**src/rtl/lmi_pkg.sv**
```systemverilog
// Shared types, constants and helpers for the three-axis linear move interpolator.
// No dependencies; every other file imports this package.
package lmi_pkg;

  localparam int POS_W      = 32;           // position register width
  localparam int DELTA_W    = POS_W + 1;    // signed delta, span and step counters
  localparam int TGT_W      = 24;           // target coordinate, 1/256 mm
  localparam int SPM_W      = 12;           // steps_per_mm register
  localparam int PT_W       = 32;           // result coordinate width
  localparam int NUM_AXES   = 3;
  localparam int SCALE_SHIFT = 8;           // 1/256 mm to mm
  localparam int PROD_W     = TGT_W + SPM_W + 1;
  localparam int SAT_W      = ((PROD_W > POS_W) ? PROD_W : POS_W) + 1;

  localparam logic [SPM_W-1:0] SPM_RESET = SPM_W'(200);

  localparam logic signed [SAT_W-1:0] POS_MAX = SAT_W'({1'b0, {(POS_W-1){1'b1}}});
  localparam logic signed [SAT_W-1:0] POS_MIN = ~POS_MAX;

  localparam int CQ_DEPTH = 4;
  localparam int CQ_AW    = $clog2(CQ_DEPTH);
  localparam int CQ_CW    = $clog2(CQ_DEPTH + 1);

  localparam int OB_DEPTH = 2;
  localparam int OB_AW    = $clog2(OB_DEPTH);
  localparam int OB_CW    = $clog2(OB_DEPTH + 1);

  typedef enum logic {
    ACT_LOAD = 1'b0,
    ACT_STEP = 1'b1
  } lmi_action_e;

  typedef enum logic {
    BK_RUN,
    BK_SPAN
  } lmi_back_state_e;

  typedef struct packed {
    logic                    action;
    logic signed [TGT_W-1:0] target_x;
    logic signed [TGT_W-1:0] target_y;
    logic signed [TGT_W-1:0] target_z;
  } lmi_in_t;

  typedef struct packed {
    logic signed [PT_W-1:0] point_x;
    logic signed [PT_W-1:0] point_y;
    logic signed [PT_W-1:0] point_z;
    logic                   last_point;
  } lmi_out_t;

  // Command passed from the front end to the move unit: targets already in steps.
  typedef struct packed {
    logic                    action;
    logic signed [POS_W-1:0] tgt_x;
    logic signed [POS_W-1:0] tgt_y;
    logic signed [POS_W-1:0] tgt_z;
  } lmi_cmd_t;

  // product / 256 rounded toward zero, then clamped to the position range
  function automatic logic signed [POS_W-1:0] scale_target(
    input logic signed [PROD_W-1:0] prod
  );
    logic signed [PROD_W-1:0] quo;
    logic signed [SAT_W-1:0]  wide;
    quo = prod >>> SCALE_SHIFT;
    if (prod[PROD_W-1] && (prod[SCALE_SHIFT-1:0] != '0)) begin
      quo = quo + PROD_W'(1);
    end
    wide = SAT_W'(quo);
    if (wide > POS_MAX) begin
      wide = POS_MAX;
    end else if (wide < POS_MIN) begin
      wide = POS_MIN;
    end
    return POS_W'(wide);
  endfunction

endpackage

```
**src/rtl/lmi_front.sv**
```systemverilog
// Front end: input register and target scaling pipeline (multiply, then /256 and clamp).
// Depends on lmi_pkg.
module lmi_front import lmi_pkg::*; (
  input  logic             clk_i,
  input  logic             rst_ni,
  input  logic [SPM_W-1:0] steps_per_mm_i,
  input  logic             push_i,
  output logic             full_o,
  input  lmi_in_t          item_i,
  output logic             cmd_valid_o,
  output lmi_cmd_t         cmd_o,
  input  logic             cmd_ready_i
);

  logic                     a_valid_q;
  lmi_in_t                  a_item_q;
  logic                     b_valid_q;
  logic                     b_action_q;
  logic signed [PROD_W-1:0] b_prod_q [NUM_AXES];
  logic signed [PROD_W-1:0] b_prod_d [NUM_AXES];
  logic signed [SPM_W:0]    spm_s;
  logic                     a_ready;
  logic                     b_ready;

  assign b_ready = !b_valid_q || cmd_ready_i;
  assign a_ready = !a_valid_q || b_ready;
  assign full_o  = !a_ready;

  assign spm_s       = signed'({1'b0, steps_per_mm_i});
  assign b_prod_d[0] = a_item_q.target_x * spm_s;
  assign b_prod_d[1] = a_item_q.target_y * spm_s;
  assign b_prod_d[2] = a_item_q.target_z * spm_s;

  always_ff @(posedge clk_i or negedge rst_ni) begin
    if (!rst_ni) begin
      a_valid_q <= 1'b0;
      b_valid_q <= 1'b0;
    end else begin
      if (a_ready) begin
        a_valid_q <= push_i;
      end
      if (b_ready) begin
        b_valid_q <= a_valid_q;
      end
    end
  end

  always_ff @(posedge clk_i) begin
    if (push_i && a_ready) begin
      a_item_q <= item_i;
    end
    if (a_valid_q && b_ready) begin
      b_action_q  <= a_item_q.action;
      b_prod_q[0] <= b_prod_d[0];
      b_prod_q[1] <= b_prod_d[1];
      b_prod_q[2] <= b_prod_d[2];
    end
  end

  assign cmd_valid_o  = b_valid_q;
  assign cmd_o.action = b_action_q;
  assign cmd_o.tgt_x  = scale_target(b_prod_q[0]);
  assign cmd_o.tgt_y  = scale_target(b_prod_q[1]);
  assign cmd_o.tgt_z  = scale_target(b_prod_q[2]);

endmodule

```
**config.mk**
```make
export PLATFORM = sky130hd
export DESIGN_NAME = lmi_front
export DESIGN_NICKNAME = d
export VERILOG_FILES = /design/src/rtl/lmi_pkg.sv /design/src/rtl/lmi_front.sv
export SDC_FILE = /design/constraint.sdc
export NUM_CORES = 2
export LEC_CHECK = 0
export BUFFER_PORTS_ARGS = -buffer_cell sky130_fd_sc_hd__buf_4
export CAP_MARGIN = 20
export CORE_MARGIN = 1.5
export CORE_UTILIZATION = 45
export CTS_CLUSTER_DIAMETER = 50
export DETAILED_ROUTE_END_ITERATION = 16
export SYNTH_ARGS = -nofsm -noshare
export SYNTH_HDL_FRONTEND = slang
export SYNTH_SLANG_ARGS = --single-unit
```
**constraint.sdc**
```tcl
create_clock -name clk_i -period 7.4 [get_ports clk_i]
set_input_delay 0.37 -clock clk_i [delete_from_list [all_inputs] [get_ports clk_i]]
set_output_delay 0.37 -clock clk_i [all_outputs]
set_load 0.02 [all_outputs]
```
Word level (Yosys, flattened, before mapping)
Memory sizes are Yosys's and may differ from the RTL's. Index checks and enable logic that the tools add are counted.

$lt $le $gt $ge: 6. Multiplexer cells: 11. Add/sub/neg operators: 3. Reductions and logical operators: 13. Multiply operators: 3.

Operators with widths (count): $mux W32 (6); $gt A37 B32 Y1 const B (3); $lt A37 B32 Y1 const B (3); $mul A24 B13 Y37 (3); $mux W37 (3); $add A29 B2 Y30 const B (3); $reduce_bool A8 Y1 (3); $logic_and A1 B1 Y1 (5); $logic_not A1 Y1 (3); $logic_or A1 B1 Y1 (2); $mux W1 (2).

Bits in writable memories: 111. Bits in registers: 76. Memories: 1. Word-level logic and storage cells: 44.

Memories: b_prod_q (words 3, width 37, read ports 3, clocked after memory_dff 0, write ports 3, RTL line lmi_front.sv:19) `logic signed [PROD_W-1:0] b_prod_q [NUM_AXES];`.

Depth between registers and ports, before layout
An unclocked memory read counts as a cell.

Depth in word-level cells: 7. Mapped depth: 24. Depth with buffers taken out: 21.

Least setup slack after synthesis
OpenSTA, ideal clock, no wires.

Path type: input -> register. Start: input port steps_per_mm_i[6]. End: memory b_prod_q[0][106] (netlist bit) (data pin). Stages: 21. Slack: 1346 ps. Arrival time: 5794 ps. Path buffers: 2. Cells stage by stage: clkbuf_1 -> clkbuf_1 -> nand2_1 -> fa_1 -> fa_1 -> fa_1 -> inv_1 -> fa_1 -> inv_1 -> fa_1 -> inv_1 -> ha_1 -> a21oi_1 -> nor3b_1 -> a2111oi_1 -> a21oi_1 -> a31oi_1 -> o21ai_1 -> and3_1 -> a31o_2 -> xor2_1.

RTL lines: start: declaration (RTL line lmi_front.sv:6) `input logic [SPM_W-1:0] steps_per_mm_i,`; end: declaration (RTL line lmi_front.sv:19).

==> flow_metrics.py <==
metrics = {
    "floorplan": {
        "io_pins": 188,
        "initial_utilization_pct": 45.55,
        "die_x_um": 294.0,
        "fp.dieH_um": 294.0,
        "rows": 106,
        "dieArea_um2": 86460,
        "core_area_um2": 83690,
    },
    "grt": {
        "grt_max_degree": 62,
        "groute.usage.overall_pct": 21.17,
        "antenna_found_initial": 3,
        "grt_pass1_wl_um": 143900,
        "grt_pass1_vias": 28258,
        "grt_overflow": 0,
    },
    "setup_path": {
        "worst-path-max-fanout": 12,
        "critPathRequiredTime_ns": 7.67,
        "critical_path_class": "register to register",
        "critPathArrivalTime_ns": 6.78,
        "r2r_end": "b_prod_q[0][106]",
        "critPathLaunchType": "register",
        "r2r_cells": 20,
        "regToRegStartpoint": "a_item_q[9]",
        "cp-end-kind": "register",
        "ff2ff_setup_slack_ns": 0.89,
    },
    "detailed_routing": {
        "met2_length_um": 42330,
        "wl_met1_um": 37360,
        "remaining_drc_errors": 0,
        "avgRoutedWirePerCell_um": 16.08,
        "ant_nets": 0,
        "drt_wl_total_um": 85510,
        "dr.pass1.iters": 5,
        "viasPerCell": 4.891,
        "vias": 26012,
        "wl_met3_um": 3760,
        "initialDrtViolationCount": 1182,
        "top_layer": "met4",
    },
    "cells_and_area": {
        "num-fill-cells": 7928,
        "seq_area_um2": 5605,
        "multi_input_area_um2": 27990,
        "drive_gt1_share_pct": 6.601,
        "area_delta_synth_final_pct": 9.497,
        "finalNetCount": 5283,
    },
    "cts": {
        "cts.hold.buffers_added": 67,
        "cts_resized": 0,
        "cts_num_sinks": 187,
        "root_buffer": "clkbuf_16",
        "cts_tree": "yes",
        "clk_pin_slew_worst_paths_ns": 0.08,
        "htreeDepth": 4,
        "cts_inserted_buffers": 17,
        "post-cts-setup-buffers": 0,
        "clock_path_buffers": 2,
        "clk_latency_ns": 0.53,
    },
    "timing": {
        "final.setup.tns_ns": 0,
        "slew_viol_final": 0,
        "worst_pin_slew_ns": 1.009,
        "worst_slew_margin_rel_pct": 32.21,
        "min_period_ns": 6.506,
        "setup_viol": 0,
        "clock_skew_ns": 0.03011,
        "rsz0062_at_grt": "false",
        "final.period_utilization_pct": 87.92,
        "final_hold_viol_count": 0,
        "clock.fmax_mhz": 153.7,
    },
    "synth": {
        "avgSynthCellArea_um2": 9.418,
        "yosysMostFrequentCell": "inv_1",
        "ys_ff_latch": 187,
        "syn_area_um2": 38120,
        "synth-async-reset-ratio_pct": 1.070,
        "synth.distinct_cells": 68,
        "syn_inst": 4047,
        "yosys-top-cells-count": "1009 x inv_1, 774 x fa_1, 525 x nand2_1",
        "ys_seq_area_share_pct": 14.71,
        "syn-num-nets": 5162,
        "synth_edf_count": 185,
        "yosysTopAreaCell": "fa_1",
        "synth_top_area_share_pct": 40.65,
        "synth_warnings": 0,
        "synthTopCellsByArea": "fa_1 41%, edfxtp_1 15%, inv_1 9.9%, ha_1 8.3%, and2_1 7.1%",
        "ys.flop_type": "edfxtp_1",
    },
    "run_status": {
        "status": "completed",
    },
    "min_path": {
        "worstHoldStart": "item_i[56]",
        "hold_path_depth": 1,
        "worstHoldEndpoint": "a_item_q[56]",
        "hold_class": "primary input to register",
    },
    "place": {
        "io_buffers": 187,
        "place.gp.congestion": 0.8418,
        "dp_hpwl_um": 68270,
    },
    "flow_run": {
        "maxCapViolations": 0,
    },
}
-- how the worst max path moves through the flow --
stage / startpoint / end / slack [ns] / cells past startpoint
finish: a_item_q[9] / b_prod_q[0][106] / 0.89 / 20
global route: a_item_q[9] / b_prod_q[0][106] / 0.47 / 20
CTS: a_item_q[8] / b_prod_q[0][106] / 0.87 / 20
detailed placement: steps_per_mm_i[5] / b_prod_q[0][33] / 0.68 / 21
global placement: steps_per_mm_i[2] / b_prod_q[0][36] / 0.73 / 20
floorplan: steps_per_mm_i[6] / b_prod_q[0][106] / 1.35 / 21
-- critical path, cell delays in order (launching register included) --
cell       delay [ns]
edfxtp_1         0.64
and2_1           0.29
fa_1             0.50
inv_1            0.06
fa_1             0.53
inv_1            0.05
fa_1             0.49
fa_1             0.51
inv_1            0.06
fa_1             0.52
inv_1            0.04
ha_1             0.35
a21oi_1          0.19
nor3b_1          0.08
a2111oi_1        0.46
a21oi_1          0.22
a31oi_1          0.42
o21ai_1          0.20
and3_1           0.24
a31o_2           0.25
xor2_1           0.14
-- through the flow --
step | util, % | cells | setup slack (ns) | hold slack [ns] | area (um^2)
after CTS | 49.86 | 5315 | 0.8725 | 0.003317 | 41730
after floorplan | - | 4047 | 1.346 | 0.07441 | 38120
after detailed placement | 48.39 | 5216 | 0.6763 | 0.1535 | 40490
final | 49.87 | 5318 | 0.8936 | 0.05251 | 41740
after global routing | 49.87 | 5316 | 0.4659 | 0.02595 | 41730
after global placement | 48.38 | 5215 | 0.7336 | 0.1546 | 40490
-- per-layer routing --
metal  GRT usage (%)  up-vias
met3           3.006       96
met4           6.500        0
met1           27.39    13174
met2           36.69      517
met5               0        -
li1                -    12225
-- registers in the layout, summed over array words and instances (netlist names) --
signal / count
a_item_q: 73
b_action_q: 1
b_prod_q: 111
a_valid_q: 1
cmd_valid_o: 1
-- layout make-up --
class                           instances  area share, %
Multi-Input combinational cell       2664          67.06
Timing Repair Buffer                  289          5.660
Clock inverter                         14         0.3268
Clock buffer                           18          1.028
Inverter                             1009          9.075
Antenna cell                            3        0.01799
Tap cell                             1134          3.400
Sequential cell                       187          13.43
-- logic make-up (layout without fill, tap and decap cells) --
kind of cell               Yosys count  count (layout)  synth area share, %
other                                0               3                    0
xor gates and xnor gates           187             187                4.297
buffers and inverters             1196            1330                11.88
muxes                                2               2              0.05580
DFF                                187             187                14.71
and+or+nand+nor                   1183            1183                15.51
AOI/OAI and AO/OA                  266             266                4.632
adders and majority gates         1026            1026                48.92
-- layout by cell type, fill, tap and decap left out, types with 22 or more instances in the layout --
master	instances
o21ai_0	40
inv_1	1009
and3_1	22
nand3_1	41
nor2_1	63
a21oi_1	84
a21o_1	49
fa_1	774
xnor2_1	132
ha_1	252
and2_1	429
nand4_1	26
buf_4	220
edfxtp_1	185
dlygate4sd3_1	67
xor2_1	55
nand2_1	525
Power is not shown: default switching activity piles up to over one toggle a cycle in this logic, so the estimate is an artifact.
