## src/rtl/lmi_pkg.sv

```systemverilog
// Shared types, constants and helpers for the three-axis linear move interpolator.
// No dependencies; every other file imports this package.
package lmi_pkg;

  localparam int POS_W      = 32;           // position register width
  localparam int DELTA_W    = POS_W + 1;    // signed delta, span and step counters
  localparam int TGT_W      = 24;           // target coordinate, 1/256 mm
  localparam int SPM_W      = 12;           // steps_per_mm register
  localparam int PT_W       = 32;           // result coordinate width
  localparam int NUM_AXES   = 3;
  localparam int SCALE_SHIFT = 8;           // 1/256 mm to mm
  localparam int PROD_W     = TGT_W + SPM_W + 1;
  localparam int SAT_W      = ((PROD_W > POS_W) ? PROD_W : POS_W) + 1;

  localparam logic [SPM_W-1:0] SPM_RESET = SPM_W'(200);

  localparam logic signed [SAT_W-1:0] POS_MAX = SAT_W'({1'b0, {(POS_W-1){1'b1}}});
  localparam logic signed [SAT_W-1:0] POS_MIN = ~POS_MAX;

  localparam int CQ_DEPTH = 4;
  localparam int CQ_AW    = $clog2(CQ_DEPTH);
  localparam int CQ_CW    = $clog2(CQ_DEPTH + 1);

  localparam int OB_DEPTH = 2;
  localparam int OB_AW    = $clog2(OB_DEPTH);
  localparam int OB_CW    = $clog2(OB_DEPTH + 1);

  typedef enum logic {
    ACT_LOAD = 1'b0,
    ACT_STEP = 1'b1
  } lmi_action_e;

  typedef enum logic {
    BK_RUN,
    BK_SPAN
  } lmi_back_state_e;

  typedef struct packed {
    logic                    action;
    logic signed [TGT_W-1:0] target_x;
    logic signed [TGT_W-1:0] target_y;
    logic signed [TGT_W-1:0] target_z;
  } lmi_in_t;

  typedef struct packed {
    logic signed [PT_W-1:0] point_x;
    logic signed [PT_W-1:0] point_y;
    logic signed [PT_W-1:0] point_z;
    logic                   last_point;
  } lmi_out_t;

  // Command passed from the front end to the move unit: targets already in steps.
  typedef struct packed {
    logic                    action;
    logic signed [POS_W-1:0] tgt_x;
    logic signed [POS_W-1:0] tgt_y;
    logic signed [POS_W-1:0] tgt_z;
  } lmi_cmd_t;

  // product / 256 rounded toward zero, then clamped to the position range
  function automatic logic signed [POS_W-1:0] scale_target(
    input logic signed [PROD_W-1:0] prod
  );
    logic signed [PROD_W-1:0] quo;
    logic signed [SAT_W-1:0]  wide;
    quo = prod >>> SCALE_SHIFT;
    if (prod[PROD_W-1] && (prod[SCALE_SHIFT-1:0] != '0)) begin
      quo = quo + PROD_W'(1);
    end
    wide = SAT_W'(quo);
    if (wide > POS_MAX) begin
      wide = POS_MAX;
    end else if (wide < POS_MIN) begin
      wide = POS_MIN;
    end
    return POS_W'(wide);
  endfunction

endpackage

```

## src/rtl/lmi_cmd_queue.sv

```systemverilog
// Short command queue decoupling the scaling front end from the move unit.
// Depends on lmi_pkg.
module lmi_cmd_queue import lmi_pkg::*; (
  input  logic     clk_i,
  input  logic     rst_ni,
  input  logic     wr_en_i,
  input  lmi_cmd_t wr_data_i,
  output logic     full_o,
  input  logic     rd_en_i,
  output lmi_cmd_t rd_data_o,
  output logic     empty_o
);

  lmi_cmd_t         entries_q [CQ_DEPTH];
  logic [CQ_AW-1:0] wr_ptr_q;
  logic [CQ_AW-1:0] rd_ptr_q;
  logic [CQ_CW-1:0] count_q;
  logic             do_wr;
  logic             do_rd;

  assign full_o    = (count_q == CQ_CW'(CQ_DEPTH));
  assign empty_o   = (count_q == '0);
  assign do_wr     = wr_en_i && !full_o;
  assign do_rd     = rd_en_i && !empty_o;
  assign rd_data_o = entries_q[rd_ptr_q];

  always_ff @(posedge clk_i or negedge rst_ni) begin
    if (!rst_ni) begin
      wr_ptr_q <= '0;
      rd_ptr_q <= '0;
      count_q  <= '0;
    end else begin
      if (do_wr) begin
        wr_ptr_q <= (wr_ptr_q == CQ_AW'(CQ_DEPTH - 1)) ? '0 : wr_ptr_q + CQ_AW'(1);
      end
      if (do_rd) begin
        rd_ptr_q <= (rd_ptr_q == CQ_AW'(CQ_DEPTH - 1)) ? '0 : rd_ptr_q + CQ_AW'(1);
      end
      if (do_wr && !do_rd) begin
        count_q <= count_q + CQ_CW'(1);
      end else if (do_rd && !do_wr) begin
        count_q <= count_q - CQ_CW'(1);
      end
    end
  end

  always_ff @(posedge clk_i) begin
    if (do_wr) begin
      entries_q[wr_ptr_q] <= wr_data_i;
    end
  end

endmodule

```

## config.mk

```make
export PLATFORM = sky130hd
export DESIGN_NAME = lmi_cmd_queue
export DESIGN_NICKNAME = d
export VERILOG_FILES = /design/src/rtl/lmi_pkg.sv /design/src/rtl/lmi_cmd_queue.sv
export SDC_FILE = /design/constraint.sdc
export NUM_CORES = 1
export LEC_CHECK = 0
export BUFFER_PORTS_ARGS = -buffer_cell sky130_fd_sc_hd__buf_2
export CAP_MARGIN = 10
export CORE_ASPECT_RATIO = 1.2
export CORE_MARGIN = 10
export CORE_UTILIZATION = 53
export CTS_BUF_LIST = sky130_fd_sc_hd__clkbuf_2
export DETAILED_ROUTE_END_ITERATION = 7
export PLACE_DENSITY = 0.86
export SKIP_LAST_GASP = 1
export SLEW_MARGIN = 20
export SYNTH_ARGS = -nofsm -noshare
export SYNTH_HDL_FRONTEND = slang
export SYNTH_SLANG_ARGS = --single-unit
```

## constraint.sdc

```tcl
create_clock -name clk_i -period 5.5 [get_ports clk_i]
set_input_delay 0.55 -clock clk_i [delete_from_list [all_inputs] [get_ports clk_i]]
set_output_delay 0.55 -clock clk_i [all_outputs]
set_load 0.05 [all_outputs]
```

Word level (Yosys, flattened, before mapping)
Memory sizes are Yosys's and may differ from the RTL's.
Cells that the tools add are included.

storage, ports and cells
  bits of input ports = 101
  flip-flop bits (word level) = 7
  bits in writable memories = 388
  memories = 1
  word-level logic and storage cells = 27
  output and inout bits = 99

operators by class
  add/sub/neg operators = 4
  reductions and logical operators = 10
  multiplexer cells = 6
  equality and inequality tests = 3

memory list
  name       words  width  read ports  clocked after memory_dff  wr ports  RTL line             text
  entries_q  4      97     1           0                         1         lmi_cmd_queue.sv:14  lmi_cmd_t entries_q [CQ_DEPTH];

operator list
  cell                                                                number
  3-bit two-way mux                                                   2
  2-bit by 1-bit adder with 2-bit output, second input constant       2
  2-bit equality test, second input constant                          2
  1-bit logical AND                                                   4
  1-bit zero test                                                     4
  2-bit two-way mux                                                   2
  3-bit by 1-bit adder with 3-bit output, second input constant       1
  3-bit equality test, second input constant                          1
  3-bit zero test                                                     1
  3-bit by 1-bit subtractor with 3-bit output, second input constant  1
  1-bit two-way mux                                                   2
  2-bit nonzero test                                                  1

Longest topological paths before layout
Gate-level depths: netlist of the first run.

  depth in word-level cells = 7
  mapped depth = 8
  mapped depth without buffers = 8

Worst setup path after synthesis of the first run
OpenSTA, ideal clock, no wires.

  kind = flip-flop to flip-flop
  from = reg count_q[2]
  to = mem entries_q[3][0] (netlist name) (enable)
  buffers on the path = 0
  period minus slack after synthesis = 5.326 ns
  data arrival time = 4.770 ns
  required time = 4.944 ns
  library setup time = 0.556 ns
  setup slack = 0.174 ns
  stages on the path, launching flop included = 3
  cell sequence = dfrtp_1 nor3b_2 nor2_1

between the ends
  cells in the longest elaborated chain, start to end = 5

ends and longest elaborated chain
  item                                     RTL line             text
  start: declaration                       lmi_cmd_queue.sv:17  logic [CQ_CW-1:0] count_q;
  start signal: assignment                 lmi_cmd_queue.sv:40  count_q <= count_q + CQ_CW'(1);
  start signal: assignment                 lmi_cmd_queue.sv:42  count_q <= count_q - CQ_CW'(1);
  3-bit equality test                      lmi_cmd_queue.sv:21  assign full_o = (count_q == CQ_CW'(CQ_DEPTH));
  named net full_o                         lmi_cmd_queue.sv:8   output logic full_o,
  1-bit zero test                          lmi_cmd_queue.sv:23  assign do_wr = wr_en_i && !full_o;
  1-bit logical AND                        lmi_cmd_queue.sv:23
  1-bit two-way mux                        lmi_cmd_queue.sv:48  if (do_wr) begin
  1-bit two-way mux (not written as such)  lmi_cmd_queue.sv:49  entries_q[wr_ptr_q] <= wr_data_i;
  end: declaration                         lmi_cmd_queue.sv:14

The timed path passes the listed nets, and every way through them passes these cells.

==> metrics.txt, run 1 <==
post-synth cell types=23; final hold vios=0; Final nets=1032; fin crit share=68.55%; syn nets=652; synthesized area=0.01443 mm2; fin. max-slew vios=0; CTS Buf Count=93; Slew headroom=29.17%; RSZ-0062 raised after global routing=no; Iter 0 DRT Violations=438; H-Tree Depth=3; Die Height=200.7 um; clock latency on the worst-skew pair=0.88 ns; synth top area cells=edfxtp_1 81%, mux4_2 15%, dfrtp_1 1.2%, ha_1 0.52%, buf_4 0.36%; GRT Total Usage=17.90%; largest net degree at the start of global routing=67; Setup Skew=0.04478 ns; vias in the first global route=8103; die area=0.03424 mm2; post-detail-place hpwl=16440 um; fillers=1748; Critical Path End Type=primary output; Initial Util=53.42%; worst slew pin tran=1.062 ns; post-synthesis sequential area ratio=81.98%; initial antenna violation count=2; fin cells=1335; Commonest cells post-synth=388 x edfxtp_1, 97 x mux4_2, 7 x buf_4, 7 x dfrtp_1; xor/xnor share of the synthesized area=0.1821%; VDD IR max=0.3995 mV; routability cong.=0.6858; warnings from Yosys=0; f_max=0.2652 GHz; Tmin final=3.770 ns; core area=0.02700 mm2; TritonCTS clock tree=built; Routed WL=30070 um; FFs w/ async S/R, synth=1.772%; maxcap violations=0; multiplexer area fraction after synthesis=15.46%; detailed-route vias per instance=5.434; Simple-Gate Fraction of Synth Area=0.4510%; placed insts=1068; Multi-input gate area=0.002451 mm2; CP Max Fanout=51; Setup violations, final=0; worst min-delay path class=in2reg; Clock Tree Buf Depth=3; antenna-violating nets left=0; first-pass GRT wire length=46910 um; synthesized flop and latch total=395; CTS sink count=395; Worst EP arrival=3.22 ns; Post-route DRC=0; WL per Instance=22.52 um; DR pass1 iterations=5; Mapped Cells=544; Power Dens Cells=573.8 mW/mm2; # IOs=200; run status=complete, no violations; TNS Setup=0 ns; Post-Synth Adder-Cell Area=0.6592%; Synth area leader=edfxtp_1; top-count cell post-synth=edfxtp_1; largest family of logic cells by synthesized area=multiplexers; complex-gate fraction of the synthesized area=0.1388%; startpoint types=register; cell leakage power=0.006263 uW; Storage cell area=0.01183 mm2; Main synth FF type=edfxtp_1; Via Count=7255; root buffer cell=clkbuf_2; Die W=170.6 um; Clock Pin Slew Worst Setup and Hold Paths=0.09 ns; Post-synth EDFFs=388; Rows=66; share of cells above drive strength 1=46.53%; Syn Area/Cell=26.52 um2; Area Growth Syn to Fin=22.22%; number of post-CTS setup repair buffers=0; critical path class=reg2out; IO buf count=199; Critical Path RT=4.95 ns; post-synth top area share=80.77%; GRT Residual Overflow=0
## area by class of cell
type | instances | area share [%]
clock inverters | 25 | 0.7168
clock buffers | 139 | 3.946
diodes | 2 | 0.02839
repair buffers | 307 | 11.81
inverters | 3 | 0.06387
flip-flops and latches | 395 | 67.12
multi-input cells | 124 | 13.90
well taps | 340 | 2.413
## metal layers
metal	global-route usage, %	routed length [um]	vias to the layer above
li1	-	-	3170
met2	30.55	15980	299
met3	5.627	2244	57
met1	20.46	11120	3729
met4	7.091	727	0
met5	0	0	-
## critical path: stages (launching register included)
cell and delay [ns]:
dfrtp_4 0.78, buf_12 0.31, buf_12 0.36, mux4_2 0.59, buf_2 0.24
## where the power goes
group          total, uW  leakage, uW  internal, uW  switching [uW]
combinational       4030      0.00199          1230            2810
sequential          4270      0.00363          3970             301
clock               1810     0.000641           715            1100
total              10100      0.00626          5920            4200
## through the flow
step | hold slack [ns] | worst slack [ns] | instance area, um2 | util (%) | total power [uW]
after global routing | 0.1768 | 1.419 | 17630 | 65.29 | 10610
after CTS | 0.1465 | 1.403 | 17610 | 65.20 | 10210
after detailed placement | 0.3950 | 2.416 | 15780 | 58.45 | 8349
final | 0.2696 | 1.730 | 17630 | 65.29 | 10120
after floorplan | 0.2544 | 0.1741 | 14430 | - | 7448
after global placement | 0.3947 | 2.387 | 15780 | 58.45 | 8285
## path summary, 6_finish.rpt
path | depth (start not counted) | startpoint | slack, ns | endpoint
setup / recovery | 4 | rd_ptr_q[0]$_DFFE_PN0P_ | 1.73 | rd_data_o[63]
hold / removal | 3 | wr_en_i | 0.27 | wr_ptr_q[0]$_DFFE_PN0P_
setup reg to reg | 4 | count_q[2]$_DFFE_PN0P_ | 2.66 | entries_q[0][21]$_DFFE_PP_
hold reg to reg | 1 | wr_ptr_q[1]$_DFFE_PN0P_ | 0.59 | wr_ptr_q[1]$_DFFE_PN0P_
max in group asynchronous | 3 | rst_ni | 4.54 | rd_ptr_q[1]$_DFFE_PN0P_
min in group asynchronous | 3 | rst_ni | 0.66 | count_q[0]$_DFFE_PN0P_
## logic make-up (layout without fill, tap and decap cells)
logic type / after synthesis / in the layout
adder cells (fa/ha/maj): 7 / 7
XOR/XNOR: 3 / 3
other: 0 / 2
flip-flops: 395 / 395
multiplexers: 101 / 101
AO/OA/AOI/OAI: 2 / 2
AND/OR/NAND/NOR: 11 / 11
buffers and inverters: 25 / 474
## what timing repair did
item / CTS / global route
resized for setup: 0 / 0
setup endpoints to repair: 0 / 0
endpoints found under the hold margin: 397 / 0
hold buffers: 100 / 0
## state kept, by name, summed over array words and instances (netlist names)
register / cells
count_q: 3
rd_ptr_q: 2
wr_ptr_q: 2
entries_q: 388
## layout by cell type (no fill, tap or decap), types with 3 or more instances in the layout
master | netlist | layout
and2_4 | 0 | 3
buf_2 | 6 | 199
buf_4 | 7 | 6
clkbuf_2 | 0 | 139
clkinv_1 | 0 | 19
clkinv_2 | 0 | 5
dfrtp_1 | 7 | 5
dlygate4sd3_1 | 0 | 100
edfxtp_1 | 388 | 388
ha_1 | 6 | 6
inv_1 | 3 | 3
mux2_2 | 4 | 4
mux4_2 | 97 | 97
No activity file was read; power rests on OpenSTA's default activity.
==> inputs of run 2 (changes only) <==
Settings changed: ABC_AREA set to 1, CORE_UTILIZATION 53 to 60, PLACE_DENSITY 0.86 to 0.91.
Clock period 5.5 ns to 3.8 ns, I/O delays scaled along.
==> metrics.txt, run 2 <==
run status=complete, no violations; top-count cell post-synth=edfxtp_1; Tmin final=3.441 ns; WL per Instance=18.36 um; hold path depth=2; CTS Buf Count=90; Initial Util=61.28%; clock latency on the worst-skew pair=0.85 ns; reg-to-reg endpoint=entries_q[2][88]$_DFFE_PP_; hold path start=wr_data_i[21]; final instance area=0.01887 mm2; commonest non-fill, non-tap cell in the layout=edfxtp_1; busiest grt layer=met2; syn nets=1300; fin crit share=90.55%; # IOs=200; share of cells above drive strength 1=22.26%; CP Max Fanout=59; die area=0.03307 mm2; Setup violations, final=0; most frequent CP cell=buf_4; Area Growth Syn to Fin=20.17%; Commonest cells post-synth=388 x edfxtp_1, 306 x nand2_1, 209 x inv_1, 194 x o211ai_1, 38 x buf_2; fin. max-slew vios=0; Worst path slowest cell=buf_4; IO buf count=199; maxcap violations=0; Via Count=10380; max FFs per register=388; cell leakage power=0.007722 uW; post-synthesis sequential area ratio=75.31%; synthesized flop and latch total=395; H-Tree Depth=3; worst min-delay path class=in2reg; Synth area leader=edfxtp_1; top flop regs=entries_q x388, count_q x3; root buffer cell=clkbuf_2; Critical Path End Type=primary output; DR pass1 iterations=5; TritonCTS clock tree=built; Syn Area/Cell=13.17 um2; Top reg by flops=entries_q; GRT Residual Overflow=0; antenna-violating nets left=0; post-detail-place hpwl=19780 um; Post-route DRC=0; warnings from Yosys=0; Iter 0 DRT Violations=818; hold path endpoint=entries_q[0][21]$_DFFE_PP_; met3 Use GR=5.434%; post-synth top area share=74.20%; Placed Area=0.01703 mm2; critical path class=reg2out; vias in the first global route=11140; Worst EP arrival=3.06 ns; TNS Setup=0 ns; Main synth FF type=edfxtp_1; met1 usage=22.91%; Global Route met2 Usage=38.54%; synthesized area=0.01570 mm2; first-pass GRT wire length=56500 um; Max stage delay on crit path=0.65 ns; FFs w/ async S/R, synth=1.772%; GRT Total Usage=21.35%; worst slew pin tran=0.9971 ns; Final nets=1645; Mapped Cells=1192; Setup Skew=0.06104 ns; number of post-CTS setup repair buffers=0; largest net degree at the start of global routing=120; CTS sink count=395; detailed-route vias per instance=5.343; core area=0.02562 mm2; final core utilization=73.64%; Slew headroom=33.52%; Critical Path RT=3.42 ns; Die Height=197.2 um; Reg2Reg Depth=5; post-synth cell types=18; Die W=167.7 um; Routed WL=35660 um; # resized after CTS=0; routability cong.=0.7688; Power Dens Cells=836.2 mW/mm2; final hold vios=0; f_max=0.2906 GHz; VDD IR max=0.5838 mV; initial antenna violation count=5; CP startpoint=rd_ptr_q[1]$_DFFE_PN0P_; worst r2r src=count_q[0]$_DFFE_PN0P_; most frequent cells in the layout=388 x edfxtp_1, 306 x nand2_1, 209 x inv_1; Clock Tree Buf Depth=3; Rows=64; synth top area cells=edfxtp_1 74%, o211ai_1 9.3%, nand2_1 7.3%, inv_1 5.0%, buf_2 1.2%; flop-to-flop setup slack=1.37 ns; Post-synth EDFFs=388; RSZ-0062 raised after global routing=no; critical path cell sequence=buf_4 -> buf_4 -> o211ai_1 -> nand2_1 -> buf_2; Clock Pin Slew Worst Setup and Hold Paths=0.13 ns; startpoint types=register; Post-CTS Hold Fix Bufs=101
run 2: changes by cell type after synthesis, sizes merged, moves of 4 or more:
| cell | change |
|---|---|
| o211ai | +194 |
| inv | +207 |
| mux2 | -4 |
| nand2 | +305 |
| clkbuf | +14 |
| buf | +28 |
| nand3 | +7 |
| mux4 | -97 |
run 2: logic make-up (layout without fill, tap and decap cells):
group,Yosys count,count (layout),synth area share [%]
flip-flops,395,395,75.31
AND/OR/NAND/NOR,320,320,7.721
buffers and inverters,274,690,6.996
AO/OA/AOI/OAI,195,195,9.307
adder cells (fa/ha/maj),7,7,0.6056
XOR/XNOR,1,1,0.05579
other,0,4,0
run 2: critical path, delay by kind of cell (launching register included):
kind	cells	cell delay (ns)
buffers and inverters	3	1.34
DFF	1	0.42
AOI/OAI and AO/OA	1	0.24
and+or+nand+nor	1	0.13
run 2: through the flow:
stage / power (uW) / hold slack, ns / instances / worst slack, ns
2_1_floorplan: 11490 / 0.08441 / 1192 / -1.518
3_3_place_gp: 13010 / 0.2197 / 1674 / 1.292
3_5_place_dp: 13220 / 0.2239 / 1674 / 1.266
4_1_cts: 15840 / 0.1578 / 1938 / 0.2400
5_1_grt: 16670 / 0.1949 / 1941 / 0.1538
6_report: 15780 / 0.2663 / 1942 / 0.3590
run 2: where the power goes:
group	switching, uW	internal [uW]
Combinational	5570	1610
Clock	1590	963
Sequential	327	5720
Total	7490	8290
run 2: worst max path at each step:
stage                                endpoint  slack, ns  cells after the start
finish                          rd_data_o[42]       0.36                      5
global route                    rd_data_o[40]       0.15                      5
CTS                             rd_data_o[42]       0.24                      5
detailed placement              rd_data_o[40]       1.27                      5
global placement                rd_data_o[83]       1.29                      5
floorplan           entries_q[0][0]$_DFFE_PP_      -1.52                      4
run 2: area by class of cell:
type	count	area, um2
sequential	395	11830
fill	1520	6755
multi-input combinational	523	2808
timing repair buffer	317	2197
inverter	210	789.5
clock buffer	123	615.6
tap	330	412.9
clock inverter	40	202.7
antenna	4	10.01
run 2: routing by layer:
metal,part of all wire (%),routed length [um]
met1,37,13080
met5,0.022,8
met3,7.0,2511
met4,2.9,1048
met2,53,19010
