[src/rtl/lmi_pkg.sv]
// Shared types, constants and helpers for the three-axis linear move interpolator.
// No dependencies; every other file imports this package.
package lmi_pkg;

  localparam int POS_W      = 32;           // position register width
  localparam int DELTA_W    = POS_W + 1;    // signed delta, span and step counters
  localparam int TGT_W      = 24;           // target coordinate, 1/256 mm
  localparam int SPM_W      = 12;           // steps_per_mm register
  localparam int PT_W       = 32;           // result coordinate width
  localparam int NUM_AXES   = 3;
  localparam int SCALE_SHIFT = 8;           // 1/256 mm to mm
  localparam int PROD_W     = TGT_W + SPM_W + 1;
  localparam int SAT_W      = ((PROD_W > POS_W) ? PROD_W : POS_W) + 1;

  localparam logic [SPM_W-1:0] SPM_RESET = SPM_W'(200);

  localparam logic signed [SAT_W-1:0] POS_MAX = SAT_W'({1'b0, {(POS_W-1){1'b1}}});
  localparam logic signed [SAT_W-1:0] POS_MIN = ~POS_MAX;

  localparam int CQ_DEPTH = 4;
  localparam int CQ_AW    = $clog2(CQ_DEPTH);
  localparam int CQ_CW    = $clog2(CQ_DEPTH + 1);

  localparam int OB_DEPTH = 2;
  localparam int OB_AW    = $clog2(OB_DEPTH);
  localparam int OB_CW    = $clog2(OB_DEPTH + 1);

  typedef enum logic {
    ACT_LOAD = 1'b0,
    ACT_STEP = 1'b1
  } lmi_action_e;

  typedef enum logic {
    BK_RUN,
    BK_SPAN
  } lmi_back_state_e;

  typedef struct packed {
    logic                    action;
    logic signed [TGT_W-1:0] target_x;
    logic signed [TGT_W-1:0] target_y;
    logic signed [TGT_W-1:0] target_z;
  } lmi_in_t;

  typedef struct packed {
    logic signed [PT_W-1:0] point_x;
    logic signed [PT_W-1:0] point_y;
    logic signed [PT_W-1:0] point_z;
    logic                   last_point;
  } lmi_out_t;

  // Command passed from the front end to the move unit: targets already in steps.
  typedef struct packed {
    logic                    action;
    logic signed [POS_W-1:0] tgt_x;
    logic signed [POS_W-1:0] tgt_y;
    logic signed [POS_W-1:0] tgt_z;
  } lmi_cmd_t;

  // product / 256 rounded toward zero, then clamped to the position range
  function automatic logic signed [POS_W-1:0] scale_target(
    input logic signed [PROD_W-1:0] prod
  );
    logic signed [PROD_W-1:0] quo;
    logic signed [SAT_W-1:0]  wide;
    quo = prod >>> SCALE_SHIFT;
    if (prod[PROD_W-1] && (prod[SCALE_SHIFT-1:0] != '0)) begin
      quo = quo + PROD_W'(1);
    end
    wide = SAT_W'(quo);
    if (wide > POS_MAX) begin
      wide = POS_MAX;
    end else if (wide < POS_MIN) begin
      wide = POS_MIN;
    end
    return POS_W'(wide);
  endfunction

endpackage

[src/rtl/lmi_back.sv]
// Move unit: sets up a move from a load command and runs the DDA accumulators per step,
// with a two-entry result buffer. Depends on lmi_pkg.
module lmi_back import lmi_pkg::*; (
  input  logic     clk_i,
  input  logic     rst_ni,
  input  logic     cmd_valid_i,
  input  lmi_cmd_t cmd_i,
  output logic     cmd_pop_o,
  input  logic     pop_i,
  output logic     empty_o,
  output lmi_out_t point_o
);

  lmi_back_state_e st_q, st_d;
  logic do_load;
  logic do_span;
  logic do_step;

  logic                      move_active_q;
  logic [DELTA_W-1:0]        span_q;
  logic [DELTA_W-1:0]        idx_q;
  logic                      last_s;
  logic [DELTA_W-1:0]        mag [NUM_AXES];
  logic signed [POS_W-1:0]   tgt [NUM_AXES];
  logic signed [POS_W-1:0]   pt  [NUM_AXES];
  logic [DELTA_W-1:0]        mag01;
  logic [DELTA_W-1:0]        mag_max;

  lmi_out_t         ob_q [OB_DEPTH];
  logic [OB_AW-1:0] ob_wr_q;
  logic [OB_AW-1:0] ob_rd_q;
  logic [OB_CW-1:0] ob_cnt_q;
  logic             ob_space;
  logic             ob_pop;

  assign tgt[0] = cmd_i.tgt_x;
  assign tgt[1] = cmd_i.tgt_y;
  assign tgt[2] = cmd_i.tgt_z;

  assign ob_space = (ob_cnt_q != OB_CW'(OB_DEPTH));
  assign empty_o  = (ob_cnt_q == '0);
  assign ob_pop   = pop_i && !empty_o;
  assign point_o  = ob_q[ob_rd_q];

  assign last_s = (idx_q == span_q);

  always_ff @(posedge clk_i or negedge rst_ni) begin
    if (!rst_ni) begin
      st_q <= BK_RUN;
    end else begin
      st_q <= st_d;
    end
  end

  // Loads while a move runs and steps while idle are consumed and dropped.
  always_comb begin
    st_d      = st_q;
    cmd_pop_o = 1'b0;
    do_load   = 1'b0;
    do_span   = 1'b0;
    do_step   = 1'b0;
    unique case (st_q)
      BK_RUN: begin
        if (cmd_valid_i) begin
          if (cmd_i.action == ACT_STEP) begin
            if (!move_active_q) begin
              cmd_pop_o = 1'b1;
            end else if (ob_space) begin
              cmd_pop_o = 1'b1;
              do_step   = 1'b1;
            end
          end else begin
            cmd_pop_o = 1'b1;
            if (!move_active_q) begin
              do_load = 1'b1;
              st_d    = BK_SPAN;
            end
          end
        end
      end
      BK_SPAN: begin
        do_span = 1'b1;
        st_d    = BK_RUN;
      end
      default: st_d = BK_RUN;
    endcase
  end

  // Per axis: quotient/remainder of |delta|*i/N kept incrementally (remainder < N).
  for (genvar a = 0; a < NUM_AXES; a++) begin : g_axis
    logic signed [POS_W-1:0]   pos_q;
    logic                      neg_q;
    logic [DELTA_W-1:0]        mag_q;
    logic [DELTA_W-1:0]        acc_q;
    logic [DELTA_W-1:0]        rem_q;
    logic signed [DELTA_W-1:0] delta_s;
    logic [DELTA_W-1:0]        mag_s;
    logic signed [DELTA_W-1:0] start_s;
    logic signed [DELTA_W-1:0] sum_s;
    logic signed [DELTA_W-1:0] pt_s;
    logic [DELTA_W:0]          rsum_s;
    logic [DELTA_W-1:0]        acc_d;
    logic [DELTA_W-1:0]        rem_d;

    assign delta_s = DELTA_W'(tgt[a]) - DELTA_W'(pos_q);
    assign mag_s   = delta_s[DELTA_W-1] ? DELTA_W'(-delta_s) : DELTA_W'(delta_s);
    assign start_s = DELTA_W'(pos_q);
    assign sum_s   = neg_q ? start_s - signed'(acc_q) : start_s + signed'(acc_q);

    // whole-sum truncation toward zero when a fraction is left over
    always_comb begin
      pt_s = sum_s;
      if (rem_q != '0) begin
        if (!neg_q && (sum_s < 0)) begin
          pt_s = sum_s + DELTA_W'(1);
        end else if (neg_q && (sum_s > 0)) begin
          pt_s = sum_s - DELTA_W'(1);
        end
      end
    end

    assign rsum_s = {1'b0, rem_q} + {1'b0, mag_q};

    always_comb begin
      if (rsum_s >= {1'b0, span_q}) begin
        rem_d = DELTA_W'(rsum_s - {1'b0, span_q});
        acc_d = acc_q + DELTA_W'(1);
      end else begin
        rem_d = DELTA_W'(rsum_s);
        acc_d = acc_q;
      end
    end

    assign pt[a]  = POS_W'(pt_s);
    assign mag[a] = mag_q;

    always_ff @(posedge clk_i or negedge rst_ni) begin
      if (!rst_ni) begin
        pos_q <= '0;
      end else if (do_step && last_s) begin
        pos_q <= pt[a];
      end
    end

    always_ff @(posedge clk_i) begin
      if (do_load) begin
        neg_q <= delta_s[DELTA_W-1];
        mag_q <= mag_s;
      end
      if (do_span) begin
        acc_q <= '0;
        rem_q <= '0;
      end else if (do_step) begin
        acc_q <= acc_d;
        rem_q <= rem_d;
      end
    end
  end

  assign mag01   = (mag[0] > mag[1]) ? mag[0] : mag[1];
  assign mag_max = (mag01 > mag[2]) ? mag01 : mag[2];

  always_ff @(posedge clk_i or negedge rst_ni) begin
    if (!rst_ni) begin
      move_active_q <= 1'b0;
      idx_q         <= '0;
    end else if (do_span) begin
      move_active_q <= (mag_max != '0);
      idx_q         <= '0;
    end else if (do_step) begin
      if (last_s) begin
        move_active_q <= 1'b0;
        idx_q         <= '0;
      end else begin
        idx_q <= idx_q + DELTA_W'(1);
      end
    end
  end

  always_ff @(posedge clk_i) begin
    if (do_span) begin
      span_q <= mag_max;
    end
    if (do_step) begin
      ob_q[ob_wr_q] <= '{point_x:    PT_W'(pt[0]),
                         point_y:    PT_W'(pt[1]),
                         point_z:    PT_W'(pt[2]),
                         last_point: last_s};
    end
  end

  always_ff @(posedge clk_i or negedge rst_ni) begin
    if (!rst_ni) begin
      ob_wr_q  <= '0;
      ob_rd_q  <= '0;
      ob_cnt_q <= '0;
    end else begin
      if (do_step) begin
        ob_wr_q <= (ob_wr_q == OB_AW'(OB_DEPTH - 1)) ? '0 : ob_wr_q + OB_AW'(1);
      end
      if (ob_pop) begin
        ob_rd_q <= (ob_rd_q == OB_AW'(OB_DEPTH - 1)) ? '0 : ob_rd_q + OB_AW'(1);
      end
      if (do_step && !ob_pop) begin
        ob_cnt_q <= ob_cnt_q + OB_CW'(1);
      end else if (ob_pop && !do_step) begin
        ob_cnt_q <= ob_cnt_q - OB_CW'(1);
      end
    end
  end

endmodule

[config.mk]
export PLATFORM = sky130hd
export DESIGN_NAME = lmi_back
export DESIGN_NICKNAME = d
export VERILOG_FILES = /design/src/rtl/lmi_pkg.sv /design/src/rtl/lmi_back.sv
export SDC_FILE = /design/constraint.sdc
export NUM_CORES = 2
export LEC_CHECK = 0
export BUFFER_PORTS_ARGS = -buffer_cell sky130_fd_sc_hd__buf_4
export CORE_ASPECT_RATIO = 0.9
export CORE_MARGIN = 1.5
export CORE_UTILIZATION = 42
export DETAILED_ROUTE_END_ITERATION = 16
export PLACE_DENSITY = 0.56
export SYNTH_ARGS = -nofsm -noshare
export SYNTH_HDL_FRONTEND = slang
export SYNTH_SLANG_ARGS = --single-unit
export TNS_END_PERCENT = 20
[constraint.sdc]
create_clock -name clk_i -period 10.8 [get_ports clk_i]
set_input_delay 2.7 -clock clk_i [delete_from_list [all_inputs] [get_ports clk_i]]
set_output_delay 2.7 -clock clk_i [all_outputs]
set_load 0.05 [all_outputs]
* Yosys cells after proc, flatten, opt, wreduce, memory -nomap -nowiden *
Memories as Yosys holds them, arrays and structs flattened.
Index checks and enable logic that the tools add are counted.
Widths: inputs -> output; s select.

cells by class
  add/subtract/negate cells = 32
  order comparisons = 11
  eq/ne operators = 2
  muxes and demuxes = 47
  bitwise gates (word level) = 1
  reductions and logical operators = 28

operators with widths
  cell                   number
  $mux 32                12
  $mux 33                11
  $add 33x1->33 const B  4
  $reduce_bool 33->1     4
  $add 33x33->34         3
  $ge 34x33->1           3
  $add 32x33->33         3
  $gt 33x1->1 const B    3
  $lt 33x1->1 const B    3
  $neg 33->33            3
  $sub 32x32->33         3
  $sub 32x33->33         3
  $sub 33x33->33         3
  $add 32x2->32 const B  3
  $sub 32x2->32 const B  3
  $gt 33x33->1           2
  $eq 33x33->1           1
  $mux 1                 21
  $logic_and 1x1->1      10
  $reduce_and 2->1       4
  $logic_not 1->1        6
  $reduce_bool 2->1      3
  $mux 2                 2
  $add 1x1->1 const B    2
  6 further kinds        6

word-level totals
  flip-flop bits (word level) = 468
  memory bits (writable) = 194
  bits of input ports = 101
  output and inout port bits = 99
  word-level logic and storage cells = 147
  memories = 1

memories
  memory  words  bits a word  read ports  clocked after memory_dff  wr ports  line            source
  ob_q    2      97           1           0                         1         lmi_back.sv:29  lmi_out_t ob_q [OB_DEPTH];

* Longest topological paths before layout *
  word-level depth = 10
  gate-level depth with buffers = 29
  mapped depth without buffers = 25

* Worst setup path before layout *
No wires, ideal clock.

  kind = input to register
  start = input cmd_valid_i
  end = register st_q
  setup time = 0.838 ns
  arrival time = 9.695 ns
  data required time = 9.962 ns
  slack = 0.267 ns
  stages on the path = 2
  path buffers = 0
  cells stage by stage = nand2b_1 -> nor3_1

between the ends
  cells in the longest elaborated chain, start to end = 2

ends and longest elaborated chain
  element               line            source
  from (decl)           lmi_back.sv:6   input logic cmd_valid_i,
  $mux 1                lmi_back.sv:64  if (cmd_valid_i) begin
  $pmux 1 s2            lmi_back.sv:62  unique case (st_q)
  to (signal assigned)  lmi_back.sv:51  st_q <= st_d;
  to (decl)             lmi_back.sv:14  lmi_back_state_e st_q, st_d;

No other way between the ends.
A chain may end at the register's enable or synchronous reset.

* Worst setup path in the final report *
  start = register g_axis[2].acc_q[2]
  end = register g_axis[2].pos_q[2]

between the ends
  cells in the longest elaborated chain, start to end = 7
  elaborated cells on any way between the ends = 12
  classes of those cells = add/sub (4); order compare (2); mux (4); reduce/logical (2)

ends and longest elaborated chain
  element                                           line             source
  from (decl)                                       lmi_back.sv:94   logic [DELTA_W-1:0] acc_q;
  from (signal assigned)                            lmi_back.sv:151  acc_q <= '0;
  from (signal assigned)                            lmi_back.sv:154  acc_q <= acc_d;
  $add 32x33->33 or $sub 32x33->33 (tied branches)  lmi_back.sv:108  assign sum_s = neg_q ? start_s - signed'(acc_q) : start_s + signed'(acc_q);
  $mux 33 *                                         lmi_back.sv:108
  $gt 33x1->1                                       lmi_back.sv:116  end else if (neg_q && (sum_s > 0)) begin
  $logic_and 1x1->1                                 lmi_back.sv:116
  $mux 32                                           lmi_back.sv:116
  $mux 32                                           lmi_back.sv:114  if (!neg_q && (sum_s < 0)) begin
  $mux 32 *                                         lmi_back.sv:113  if (rem_q != '0) begin
  via g_axis[2].pt_s[2]                             lmi_back.sv:100  logic signed [DELTA_W-1:0] pt_s;
  to (signal assigned)                              lmi_back.sv:141  pos_q <= pt[a];
  to (decl)                                         lmi_back.sv:91   logic signed [POS_W-1:0] pos_q;

Mark *: on every way through the listed nets, which the timed path passes. The rest lies on a longest branch.

==> impl_metrics.json <==
{
  "status": "finished, final reports clean",
  "ys_types": 125,
  "hold_viol": 0,
  "ctsResizeCount": 0,
  "wl_per_cell_um": 22.7,
  "core_um2": 138000,
  "tns_ns": 0,
  "hold_end": "g_axis[2].rem_q[0]",
  "drv_cap": 0,
  "syn_nets": 7341,
  "p_leak_nw": 25.9,
  "timing.critical_path.cells": "or3_1 > or3_1 > nor4_1 > and3_1 > nand2_1 > nor2_1 > a21oi_1 > xnor2_1 > ha_1 > nand3_1 > o31ai_1 > a211oi_1 > a32oi_1 > nand2_1 > nand4b_1 > nand2_1 > o21ai_1 > buf_4 > nor3_1 > xnor2_1 > mux2_2",
  "die_y_um": 357,
  "die_x_um": 396,
  "numCtsBuffers": 80,
  "cts_max_level": 3,
  "setup_viol": 0,
  "yosysMostFrequentCell": "nor2_1",
  "drt-total-wl_um": 198000,
  "syn-cell-area_um2": 58300,
  "p_seq_share_pct": 19.8,
  "post_cts_buffers": 0,
  "whs_path_depth": 2,
  "cp.arrival_ns": 8.01,
  "clockPowerShare_pct": 14.2,
  "end_kind": "register",
  "synth_top_cell_area_share_pct": 16.9,
  "via_per_inst": 5.98,
  "fin_crit_sh_pct": 68.4,
  "clockBufferDepth": 3,
  "p_per_area_nw_per_um2": 299,
  "final_util_pct": 46.6,
  "synth_top_area_cell": "edfxtp_1",
  "synth_commonest_cells": "574 x nor2_1, 505 x a21oi_1, 488 x nand2_1, 476 x ha_1, 450 x xnor2_1",
  "drt_iter0_markers": 4790,
  "async_flop_share_pct": 20.4,
  "die_area_um2": 141000,
  "r2r_slack_ns": 3.41,
  "irDropWorstVdd_uv": 180,
  "crit_type": "reg -> reg",
  "switching_share_pct": 50.2,
  "rsz0062_at_grt": "no",
  "antenna_found_initial": 7,
  "fill_cells": 13500,
  "start_util_pct": 42.4,
  "rows": 129,
  "slew_headroom_pct": 23.0,
  "p_int_w": 0.00956,
  "p_switching_w": 0.00963,
  "period_minus_slack_ns": 7.39,
  "critical_path.max_fanout": 20,
  "synth_ff_type": "edfxtp_1",
  "worst-path-buf-inv": 1,
  "grt_pass1_wl_um": 298000,
  "drc": 0,
  "synth_area_leaders": "edfxtp_1 17%, ha_1 10%, dfxtp_1 6.8%, xnor2_1 6.8%, dfrtp_1 5.8%",
  "clkTransAtPathRegs_ns": 0.06,
  "hp-start": "g_axis[2].rem_q[0]",
  "grt_start_max_net_pins": 83,
  "first_pass_iters": 6,
  "ys_warn_count": 0,
  "ff_latch_area_um2": 17200,
  "cp.required_ns": 11.42,
  "io-pin-count": 200,
  "numPortBuffers": 199,
  "syn_inst": 6752,
  "vias": 52200,
  "path_common_cell": "nand2_1",
  "critical_path.top_delay_family": "simple AND/OR/NAND/NOR gates",
  "synth.avg_cell_area_um2": 8.64,
  "hpwl_um": 157000,
  "reg2reg_to": "g_axis[2].pos_q[2]",
  "globalRoute.totalOverflow": 0,
  "r2r_cells": 21,
  "area_growth_pct": 9.92,
  "hold_buffers": 0,
  "cts_tree": "built",
  "fmax_ghz": 0.135,
  "yosysSeqAreaShare_pct": 29.5,
  "multi_input_area_um2": 38800,
  "min_path_type": "reg -> reg",
  "fin_skew_ns": 0.0344,
  "worst_path_largest_cell_delay_ns": 0.66,
  "cp_slowest_cell": "a32oi_1",
  "place.gp.congestion": 0.960,
  "grt_pass1_vias": 47600,
  "clock-root-buffer": "clkbuf_16",
  "drive_gt1_share_pct": 10.8,
  "ys_ff_latch": 662,
  "grtUsageTotal_pct": 27.2,
  "maxSlewViolCount": 0,
  "p_comb_share_pct": 66.0,
  "fin_nets": 7415,
  "antenna_left": 0,
  "r2r-start": "g_axis[2].acc_q[2]",
  "clock-sinks": 662,
  "clock_latency_ns": 0.69,
  "cp-start-kind": "register",
  "synth_edf_count": 329,
  "tightest_slew_ns": 1.13
}
## cell type report
type                            instances  share of cell area [%]
Clock inverter                         48                   0.662
Inverter                              361                    2.11
Clock buffer                           98                    3.35
Timing Repair Buffer                  248                    2.91
Tap cell                             1834                    3.58
Multi-Input combinational cell       5473                    60.5
Sequential cell                       662                    26.9
Antenna cell                            3                  0.0117
## sequential cells by signal, summed over array words and instances, names as in the netlist
name	count
ob_q	194
g_axis.neg_q	3
ob_rd_q	1
g_axis.acc_q	99
st_q	1
g_axis.rem_q	99
ob_wr_q	1
ob_cnt_q	2
idx_q	33
g_axis.pos_q	96
span_q	33
g_axis.mag_q	99
move_active_q	1
## through the flow
stage,setup WS (ns),hold WS (ns),power (W),instances,cell area [um^2]
2_1_floorplan,0.267,0.448,0.0131,6752,58300
3_3_place_gp,3.22,0.461,0.0162,8578,61500
3_5_place_dp,3.16,0.470,0.0162,8578,61500
4_1_cts,3.54,0.478,0.0191,8724,64100
5_1_grt,2.83,0.495,0.0205,8725,64100
6_report,3.41,0.478,0.0192,8727,64100
## worst reg2reg max path: cells and delay by family (launching register included)
family	cells	cell delay, ns
and+or+nand+nor	11	3.71
AOI/OAI and AO/OA	5	1.50
xor gates and xnor gates	2	0.81
adders and majority gates	1	0.43
DFF	1	0.38
muxes	1	0.29
buffers and inverters	1	0.23
## how the worst max path moves through the flow
stage	start	endpoint	slack [ns]	cells past startpoint
global placement	cmd_i[64]	g_axis[0].mag_q[31]	3.22	17
CTS	g_axis[2].mag_q[0]	g_axis[2].acc_q[18]	3.54	22
global route	g_axis[2].mag_q[0]	g_axis[2].acc_q[18]	2.83	22
finish	g_axis[2].acc_q[2]	g_axis[2].pos_q[2]	3.41	21
floorplan	cmd_valid_i	st_q	0.27	2
detailed placement	cmd_i[64]	g_axis[0].mag_q[29]	3.16	16
## cells by family (layout without fill, tap and decap cells)
logic type,after synthesis,in the layout,share of synthesized area [%]
AOI/OAI and AO/OA,1780,1780,20.6
other,0,3,0
buffers and inverters,617,755,4.13
xor gates and xnor gates,715,715,10.8
adders and majority gates,488,488,10.6
and+or+nand+nor,2209,2209,19.1
DFF,662,662,29.5
muxes,281,281,5.33
## power by group through the flow
stage | clock [W] | combinational, W | sequential, W
finish | 0.00273 | 0.0127 | 0.00379
CTS | 0.00279 | 0.0125 | 0.00379
global placement | 0 | 0.0124 | 0.00383
global route | 0.00288 | 0.0138 | 0.00384
detailed placement | 0 | 0.0124 | 0.00383
floorplan | 0 | 0.00948 | 0.00359
## routing by layer
metal / routed length [um] / track usage (%) / vias up
met4: 4630 / 6.27 / 2
li1: - / - / 25100
met5: 13 / 0 / -
met2: 80500 / 38.9 / 1615
met3: 13200 / 4.01 / 217
met1: 99800 / 42.3 / 25200
## cells in the final DEF, fill, tap and decap left out, types with 81 or more instances in the layout
master and count:
a211oi_1 82, buf_4 247, inv_1 361, ha_1 476, nor4_1 95, and3_1 108, mux2_2 236, nand4_1 127
edfxtp_1 329, o21ai_0 293, dfrtp_1 133, a21o_1 232, dfxtp_1 198, nor3_1 191, xnor2_1 450, nand2_1 488
nor2_1 572, xor2_1 264, a21oi_1 505, clkbuf_16 81, nand3_1 183
(Power assumes the default switching activity.)
